--- src/design/tpws_ram.sv ---
module tpws_ram #(
    parameter int WIDTH = 16,
    parameter int DEPTH = 4
) (
    input  logic                                      clk,
    input  logic                                      we,
    input  logic [((DEPTH > 1) ? $clog2(DEPTH) : 1)-1:0] waddr,
    input  logic [WIDTH-1:0]                          wdata,
    input  logic                                      re,
    input  logic [((DEPTH > 1) ? $clog2(DEPTH) : 1)-1:0] raddr,
    output logic [WIDTH-1:0]                          rdata
);

    logic [WIDTH-1:0] mem [DEPTH];

    always_ff @(posedge clk)
    begin
        if (we)
        begin
            mem[waddr] <= wdata;
        end
        if (re)
        begin
            rdata <= mem[raddr];
        end
    end

endmodule

--- config.mk ---
export PLATFORM = sky130hd
export DESIGN_NAME = tpws_ram
export DESIGN_NICKNAME = d
export VERILOG_FILES = /design/src/design/tpws_ram.sv
export SDC_FILE = /design/constraint.sdc
export NUM_CORES = 1
export LEC_CHECK = 0
export ABC_AREA = 1
export BUFFER_PORTS_ARGS = -buffer_cell sky130_fd_sc_hd__buf_2
export CORE_ASPECT_RATIO = 1.75
export CORE_MARGIN = 4
export CORE_UTILIZATION = 57
export CTS_CLUSTER_SIZE = 14
export DETAILED_ROUTE_END_ITERATION = 10
export GPL_ROUTABILITY_DRIVEN = 0
export MAX_ROUTING_LAYER = met4
export PLACE_DENSITY = 0.89
export SLEW_MARGIN = 20
export SYNTH_ARGS = -nofsm -noshare
export SYNTH_HDL_FRONTEND = slang
export SYNTH_SLANG_ARGS = --single-unit
--- constraint.sdc ---
create_clock -name clk -period 2.6 [get_ports clk]
set_input_delay 0.26 -clock clk [delete_from_list [all_inputs] [get_ports clk]]
set_output_delay 0.26 -clock clk [all_outputs]
set_load 0.02 [all_outputs]
Word-level counts from Yosys, hierarchy flattened

Memories as Yosys holds them, arrays and structs flattened. A register that Yosys moved wholly into a read port is not among the register bits.
Cells that the tools add are included.

Muxes and demuxes: 2

Operators by type and width:

| kind              | number |
|---|---|
| 1-bit two-way mux | 2 |

Memory bits (writable): 64
Logic and storage cells: 3
Register bits after elaboration: 0
Output and inout port bits: 16
Input port bits: 23
Memories: 1

Memories:

| name | words | bits a word | rd ports | clocked after Yosys merged registers in | wr ports | RTL line | text |
|---|---|---|---|---|---|---|---|
| mem  | 4     | 16          | 1        | 1                                       | 1        | 14       | `logic [WIDTH-1:0] mem [DEPTH];` |

Logic depth before layout (Yosys ltp)

Gate-level depths: netlist of the first run.

Depth after elaboration: 2
Depth in mapped cells: 6
Mapped depth without buffers: 4

Least setup slack after synthesis of the first run

Ideal clock, no wire load.

Path type: input port to flip-flop
From: in waddr[0] (netlist name)
To: mem mem[3][0] (enable)
Buffers on the path: 0
Cell stages on the path: 2
Data arrival time: 1471 ps
Setup time: 409 ps
Required time: 2191 ps
Slack: 719 ps
Cells stage by stage: inv_1 -> nor3_1

RTL lines:

| element     | RTL line | text |
|---|---|---|
| from (decl) | 7        | `input logic [((DEPTH > 1) ? $clog2(DEPTH) : 1)-1:0] waddr,` |
| to (decl)   | 14       |  |

No word-level cell before the write port.

Worst setup path in the final report of the first run

From: reg rdata[5] (read register of mem)
To: out rdata[5]

RTL lines:

| element     | RTL line | text |
|---|---|---|
| from (decl) | 11       | `output logic [WIDTH-1:0] rdata` |

No word-level cell between the ends.

==> results.md, run 1 <==
* Fin nets at 341
* Buf/Inv on CP at 1
* Crit end category: output pin
* Worst setup margin at 1.43 ns
* Inserted Clock Buffers at 9
* Core box area at 5540 um^2
* Mapped Nets at 298
* CTS Root Cell: clkbuf_8
* CP top delay family: flip-flops
* Worst clock skew at 0.00753 ns
* Crit-path slowest cell: edfxtp_1
* GR Util All Layers at 17.6%
* Post-Place Worst Slack at 1.12 ns
* Clock sinks at 80
* Placed Area at 3480 um^2
* Period utilisation layout at 45.2%
* CP Launch Type: flip-flop
* Initial core utilization at 58.5%
* Synth top area cells: edfxtp_1 74%, nand2_1 9.3%, inv_1 7.8%
* Antenna viol nets, final at 0
* Synth Cell Area at 3240 um^2
* CTS max path bufs at 2
* Distinct cells, synth at 10
* DIE HEIGHT at 108 um
* H-tree levels at 3
* Path type of the worst setup path: flip-flop to output pin
* Final hold viol count at 0
* Worst Hold Depth at 1
* Worst slew pin tran at 0.631 ns
* Maxcap violations at 0
* Synth Warn # at 0
* CTS resizes at 0
* First-pass GRT wire length at 8380 um
* Die footprint at 7000 um^2
* IO buf count at 38
* Worst-path cell chain: buf_2
* Worst EP required at 2.34 ns
* Achievable Freq at 852 MHz
* Register area share after synthesis at 74.2%
* R2R setup slack at 1.70 ns
* HP Class: input port to flip-flop
* Slew margin rel. at 57.9%
* Clock slew at reported path FFs at 0.07 ns
* CTS tree: done
* Leak at 1.66 nW
* Minimum clock period at 1.17 ns
* Dpl hpwl at 3420 um
* Post-CTS Setup Bufs at 0
* Endpoints failing setup at 0
* Crit path max fanout at 1
* Vias at 1937
* Vias per Instance at 4.85
* Hold Path Sink: mem[2][10]$_DFFE_PP_
* Largest net degree at the start of global routing at 34
* Pre-Repair DR Iteration Count at 4
* Worst R2R Start: mem[3][13]$_DFFE_PP_
* Avg WL per Cell at 13.2 um
* Worst path max stage delay at 0.39 ns
* Share of layout cells above drive strength 1 at 18.9%
* Post-synthesis cell type with the largest combined area: edfxtp_1
* DRC viols at 0
* Worst Path Arrival at 0.91 ns
* Total Wirelength at 5270 um
* Outcome: finished clean
* P&R area growth vs syn at 13.0%
* Vias in the first global route at 1874
* FF-to-FF path depth at 4
* Rows at 36
* Die W at 65.0 um
* DRT iter0 DRCs at 68
* Avg Cell Area, Syn at 11.8 um^2
* RSZ-0062 raised after global routing: false
* Synth Register Bits at 80
* Area of the multi-input gates at 500 um^2
* Clock insertion delay at the later pin of the skew report at 0.35 ns
* IO Count at 39
* Post-Layout Inst Area at 3660 um^2
* R2R Path End: rdata[13]$_DFFE_PP_
* Total gr overflow at 0
* Final Slew Violations at 0
* Power per Cell Area at 691 nW/um^2
* Cts-stage hold buffer count at 0
* Maximum VDD drop at 0.000532 V
* Sequential cell area at 2400 um^2
* Antenna violations before repair at 0
* Post-synth top area share at 74.2%
* Final setup TNS at 0 ns
* HP Start: wdata[10]
* Syn Inst Count at 275
* Inserted Diodes at 0
* Filler Cells Inserted at 401
[worst max-delay path by stage]
stage                        start                  end  slack [ns]  cells after the start
5_1_grt                   raddr[0]   rdata[6]$_DFFE_PP_        1.35                      5
4_1_cts        rdata[12]$_DFFE_PP_            rdata[12]        1.39                      1
3_5_place_dp              raddr[0]   rdata[6]$_DFFE_PP_        1.12                      5
6_report        rdata[5]$_DFFE_PP_             rdata[5]        1.43                      1
2_1_floorplan             waddr[0]  mem[3][0]$_DFFE_PP_        0.72                      2
3_3_place_gp              raddr[0]   rdata[2]$_DFFE_PP_        1.23                      5
[power by group]
part | internal, mW | switching, mW | total (mW) | leakage [nW]
clock | 0.439 | 0.386 | 0.826 | 0.0941
combinational | 0.0588 | 0.130 | 0.189 | 0.817
sequential | 1.50 | 0.0165 | 1.51 | 0.745
total | 2.00 | 0.533 | 2.53 | 1.66
[placed cells by master, fill, tap and decap left out]
cell type	n
inv_2	1
inv_1	67
clkinv_2	3
clkbuf_8	9
nand2_1	80
nand3_1	32
buf_2	38
clkbuf_1	3
buf_4	4
nor3_2	4
edfxtp_1	80
inv_4	1
bufinv_16	1
[cells in the mapped netlist]
cell,count
buf_2,1
buf_4,3
buf_6,6
edfxtp_1,80
inv_1,67
inv_2,1
inv_4,1
nand2_1,80
nand3_1,32
nor3_1,4
[worst reg2reg max path, cell delays in order, from the launching register on]
cell      delay, ns
edfxtp_1       0.39
inv_1          0.07
nand2_1        0.05
nand3_1        0.10
nand2_1        0.05
[per-stage QoR]
stage	hold slack [ns]	utilization [%]	std cells	power, mW
2_1_floorplan	0.359	-	275	1.67
3_3_place_gp	0.468	62.8	383	1.72
3_5_place_dp	0.474	62.8	383	1.73
4_1_cts	0.0992	66.1	399	2.55
5_1_grt	0.108	66.1	399	2.64
6_report	0.121	66.1	399	2.53
[per-layer routing]
metal / track usage [%] / share of wire, % / vias to the layer above
met5: - / 0 / -
met4: 12.9 / 4.6 / 0
met3: 4.91 / 4.6 / 20
met2: 30.3 / 57 / 56
met1: 16.0 / 34 / 907
li1: - / - / 954
[final cells by class]
class                   instances  area share [%]
flip-flops and latches         80            65.6
multi-input cells             116            13.7
clock buffers                  12            3.69
well taps                      76            2.60
clock inverters                 4            1.23
inverters                      69            7.15
repair buffers                 42            6.02
[registers in the layout, summed over array words and instances (netlist names)]
register  count
mem          64
rdata        16
[cells by family (layout without fill, tap and decap cells)]
logic type / Yosys count / in the layout / share of synthesized area, %
buffers and inverters: 79 / 127 / 11.0
and+or+nand+nor: 116 / 116 / 14.8
DFF: 80 / 80 / 74.2
Note: power is estimated with default switching activity, not from simulation.
==> run 2, diff against run 1 <==
Settings changed: ABC_AREA 1 to 0, CORE_UTILIZATION 57 to 50, PLACE_DENSITY 0.89 to 0.85.
Clock period 2.6 ns to 1 ns, I/O delays scaled along.
==> run 2 against run 1 <==
  * The run now ends with negative setup slack left
  * Critical path depth is the same
  * Register-to-register slack lost 1.8 ns
  * Wire length shrank 16%
  * Die area grew 0.52%
  * Critical endpoint is now rdata[2]$_DFFE_PP_
  * Largest cell class unchanged
==> results.md, run 2 <==
* Worst slew pin tran at 0.371 ns (-0.260 ns)
* Clock slew at reported path FFs at 0.07 ns (about the same)
* IO buf count at 38 (unchanged)
* Power per Cell Area at 1750 nW/um^2 (+150%)
* DIE HEIGHT at 108 um (+0.26%)
* First-pass GRT wire length at 7100 um (-15%)
* Final Slew Violations at 0 (unchanged)
* RSZ-0062 raised after global routing: true
* Worst R2R Start: mem[3][2]$_DFFE_PP_
* CP top delay family: multiplexers
* Synth Register Bits at 80 (unchanged)
* Worst clock skew at 0.00429 ns (-0.00324 ns)
* Worst-path cell chain: mux4_2
* Die W at 65.2 um (+0.25%)
* DRT iter0 DRCs at 73 (+7.4%)
* GR Util All Layers at 14.7% (-2.9 points)
* Failing checks: negative setup slack
* Maximum VDD drop at 0.00102 V (+92%)
* Crit path max fanout at 1 (unchanged)
* Rows at 36 (unchanged)
* Post-CTS Setup Bufs at 0 (unchanged)
* Ys flop type: edfxtp_1
* Final hold viol count at 0 (unchanged)
* Crit end category: flip-flop
* Post-synth ARST share at 0% (unchanged)
* Leak at 1.22 nW (-27%)
* WP depth at 1 (unchanged)
* R2R Path End: rdata[2]$_DFFE_PP_
* H-tree levels at 3 (unchanged)
* Post-synthesis cell type with the largest combined area: edfxtp_1
* Max reg flops at 64 (unchanged)
* Outcome: finished with violations
* Total Wirelength at 4430 um (-16%)
* Antenna violations before repair at 0 (unchanged)
* Biggest regs: mem: 64 flops, rdata: 16 flops
* Total Power at 6.18 mW (+140%)
* Avg Cell Area, Syn at 27.5 um^2 (+130%)
* Synth Cell Area at 2860 um^2 (-12%)
* Worst path max stage delay at 0.48 ns (+0.09 ns)
* Sequential cell area at 2400 um^2 (unchanged)
* Vias at 1277 (-34%)
* Clock insertion delay at the later pin of the skew report at 0.32 ns (-0.03 ns)
* Number of synthesized flops with an enable pin at 80 (unchanged)
* Top cells by count, synth: 80 x edfxtp_1, 10 x mux4_2, 6 x mux4_1, 2 x and3b_1, 2 x buf_2
* IO Count at 39 (unchanged)
* Endpoints failing setup at 16 (+16)
* Worst Path Arrival at 1.19 ns (+0.28 ns)
* Filler Cells Inserted at 373 (-7.0%)
* Slew margin rel. at 75.3% (+17 points)
* Commonest non-fill, non-tap cell in the layout: edfxtp_1
* Inserted Diodes at 0 (unchanged)
* CTS Root Cell: clkbuf_8
* Hold Path Sink: rdata[12]$_DFFE_PP_
* Final setup TNS at -1.52 ns (-1.52 ns)
* Syn Inst Count at 104 (-62%)
* Synth Warn # at 0 (unchanged)
* Synth top area cells: edfxtp_1 84%, mux4_2 7.9%, mux4_1 5.5%
* Share of layout cells above drive strength 1 at 41.6% (+23 points)
* Achievable Freq at 888 MHz
* Worst Hold Depth at 1 (unchanged)
* Vias in the first global route at 1426 (-24%)
* Initial core utilization at 51.6% (-6.9 points)
* DRC viols at 0 (unchanged)
* Minimum clock period at 1.13 ns
* Pre-Repair DR Iteration Count at 4 (unchanged)
* CTS tree: done
* Largest net degree at the start of global routing at 17 (-50%)
* Core box area at 5540 um^2 (unchanged)
* Most frequent cell after synthesis: edfxtp_1
* CP Launch Type: flip-flop
* Fin nets at 194 (-43%)
* Period utilisation layout at 113%
* Avg WL per Cell at 17.8 um (+35%)
* Total gr overflow at 0 (unchanged)
* FF-to-FF path depth at 1 (-3)
* R2R setup slack at -0.13 ns (-1.83 ns)
* Clock sinks at 80 (unchanged)
* Worst setup margin at -0.127 ns (-1.55 ns)
* P&R area growth vs syn at 23.3%
* Crit-path slowest cell: mux4_2
* Inserted Clock Buffers at 9 (unchanged)
* Post-synth top area share at 84.1% (+9.9 points)
* HP Class: input port to flip-flop
* Top reg by flops: mem
* Path type of the worst setup path: flip-flop to flip-flop
* Vias per Instance at 5.13 (+5.6%)
* Antenna viol nets, final at 0 (unchanged)
* Worst EP required at 1.06 ns (-1.28 ns)
* Buf/Inv on CP at 0 (-1)
* CTS max path bufs at 2 (unchanged)
* Distinct cells, synth at 9 (-1)
* Register area share after synthesis at 84.1% (+9.9 points)
* Die footprint at 7040 um^2 (+0.52%)
* Post-layout util at 63.6% (-2.4 points)
* Mapped Nets at 127 (-57%)
* Critical path startpoint: mem[3][2]$_DFFE_PP_
* HP Start: re
* Area of the multi-input gates at 405 um^2 (-19%)
* Maxcap violations at 0 (unchanged)
* Most frequent cells in the layout: 80 x edfxtp_1, 36 x buf_2, 16 x mux4_2, 16 x dlygate4sd3_1, 9 x clkbuf_8
-- run 2: changes by cell type in the layout (fill, tap and decap cells not counted), sizes merged --
cell         delta
nor3            -4
nand2          -80
inv            -69
dlygate4sd3    +16
bufinv          -1
clkbuf          -3
nand3          -32
and3            +1
clkinv          +1
and3b           +2
buf             +2
nor3b           +1
mux4           +16
-- run 2: kinds of logic (layout without fill, tap and decap cells) --
logic type,Yosys count,after routing,synth area share (%)
buf+inv,4,73,1.44
flops,80,80,84.1
mux,16,16,13.4
simple gates,4,4,1.09
-- run 2: worst max-delay path by stage --
stage,to,slack [ns]
floorplan,rdata[10]$_DFFE_PP_,-0.08
global placement,rdata[1]$_DFFE_PP_,-0.20
detailed placement,rdata[0]$_DFFE_PP_,-0.24
CTS,rdata[2]$_DFFE_PP_,-0.14
global route,rdata[5]$_DFFE_PP_,-0.14
finish,rdata[2]$_DFFE_PP_,-0.13
-- run 2: area by class of cell --
| class | instances | share of cell area (%) |
|---|---|---|
| clock buffer | 9 | 3.51 |
| tap | 76 | 2.70 |
| timing repair buffer | 60 | 13.7 |
| multi-input combinational | 20 | 11.5 |
| clock inverter | 4 | 0.426 |
| sequential | 80 | 68.2 |
-- run 2: routing by layer --
layer | track usage, % | routed length [um]
met3 | 3.64 | 192
met1 | 16.2 | 1710
met4 | 6.68 | 59
met5 | - | 0
met2 | 25.0 | 2470
-- run 2: where the power goes --
| group | internal, mW | total (mW) | switching (mW) |
|---|---|---|---|
| clock | 0.825 | 1.74 | 0.919 |
| sequential | 3.90 | 3.94 | 0.0452 |
| combinational | 0.252 | 0.492 | 0.240 |
| total | 4.97 | 6.18 | 1.20 |
-- run 2: timing repair --
item | 4_1_cts | 5_1_grt
pin swaps | 0 | 0
hold buffers | 16 | 0
endpoints found under the setup margin | 16 | 19
resized for setup | 6 | 4
hold endpoints to repair | 64 | 0
-- run 2: through the flow --
stage	hold WS (ns)	worst slack, ns	area [um^2]	instances
after floorplan	0.199	-0.0780	2880	104
after global placement	0.311	-0.198	3240	220
after detailed placement	0.316	-0.236	3240	220
after CTS	0.201	-0.137	3510	249
after global routing	0.215	-0.139	3520	249
final	0.214	-0.127	3520	249
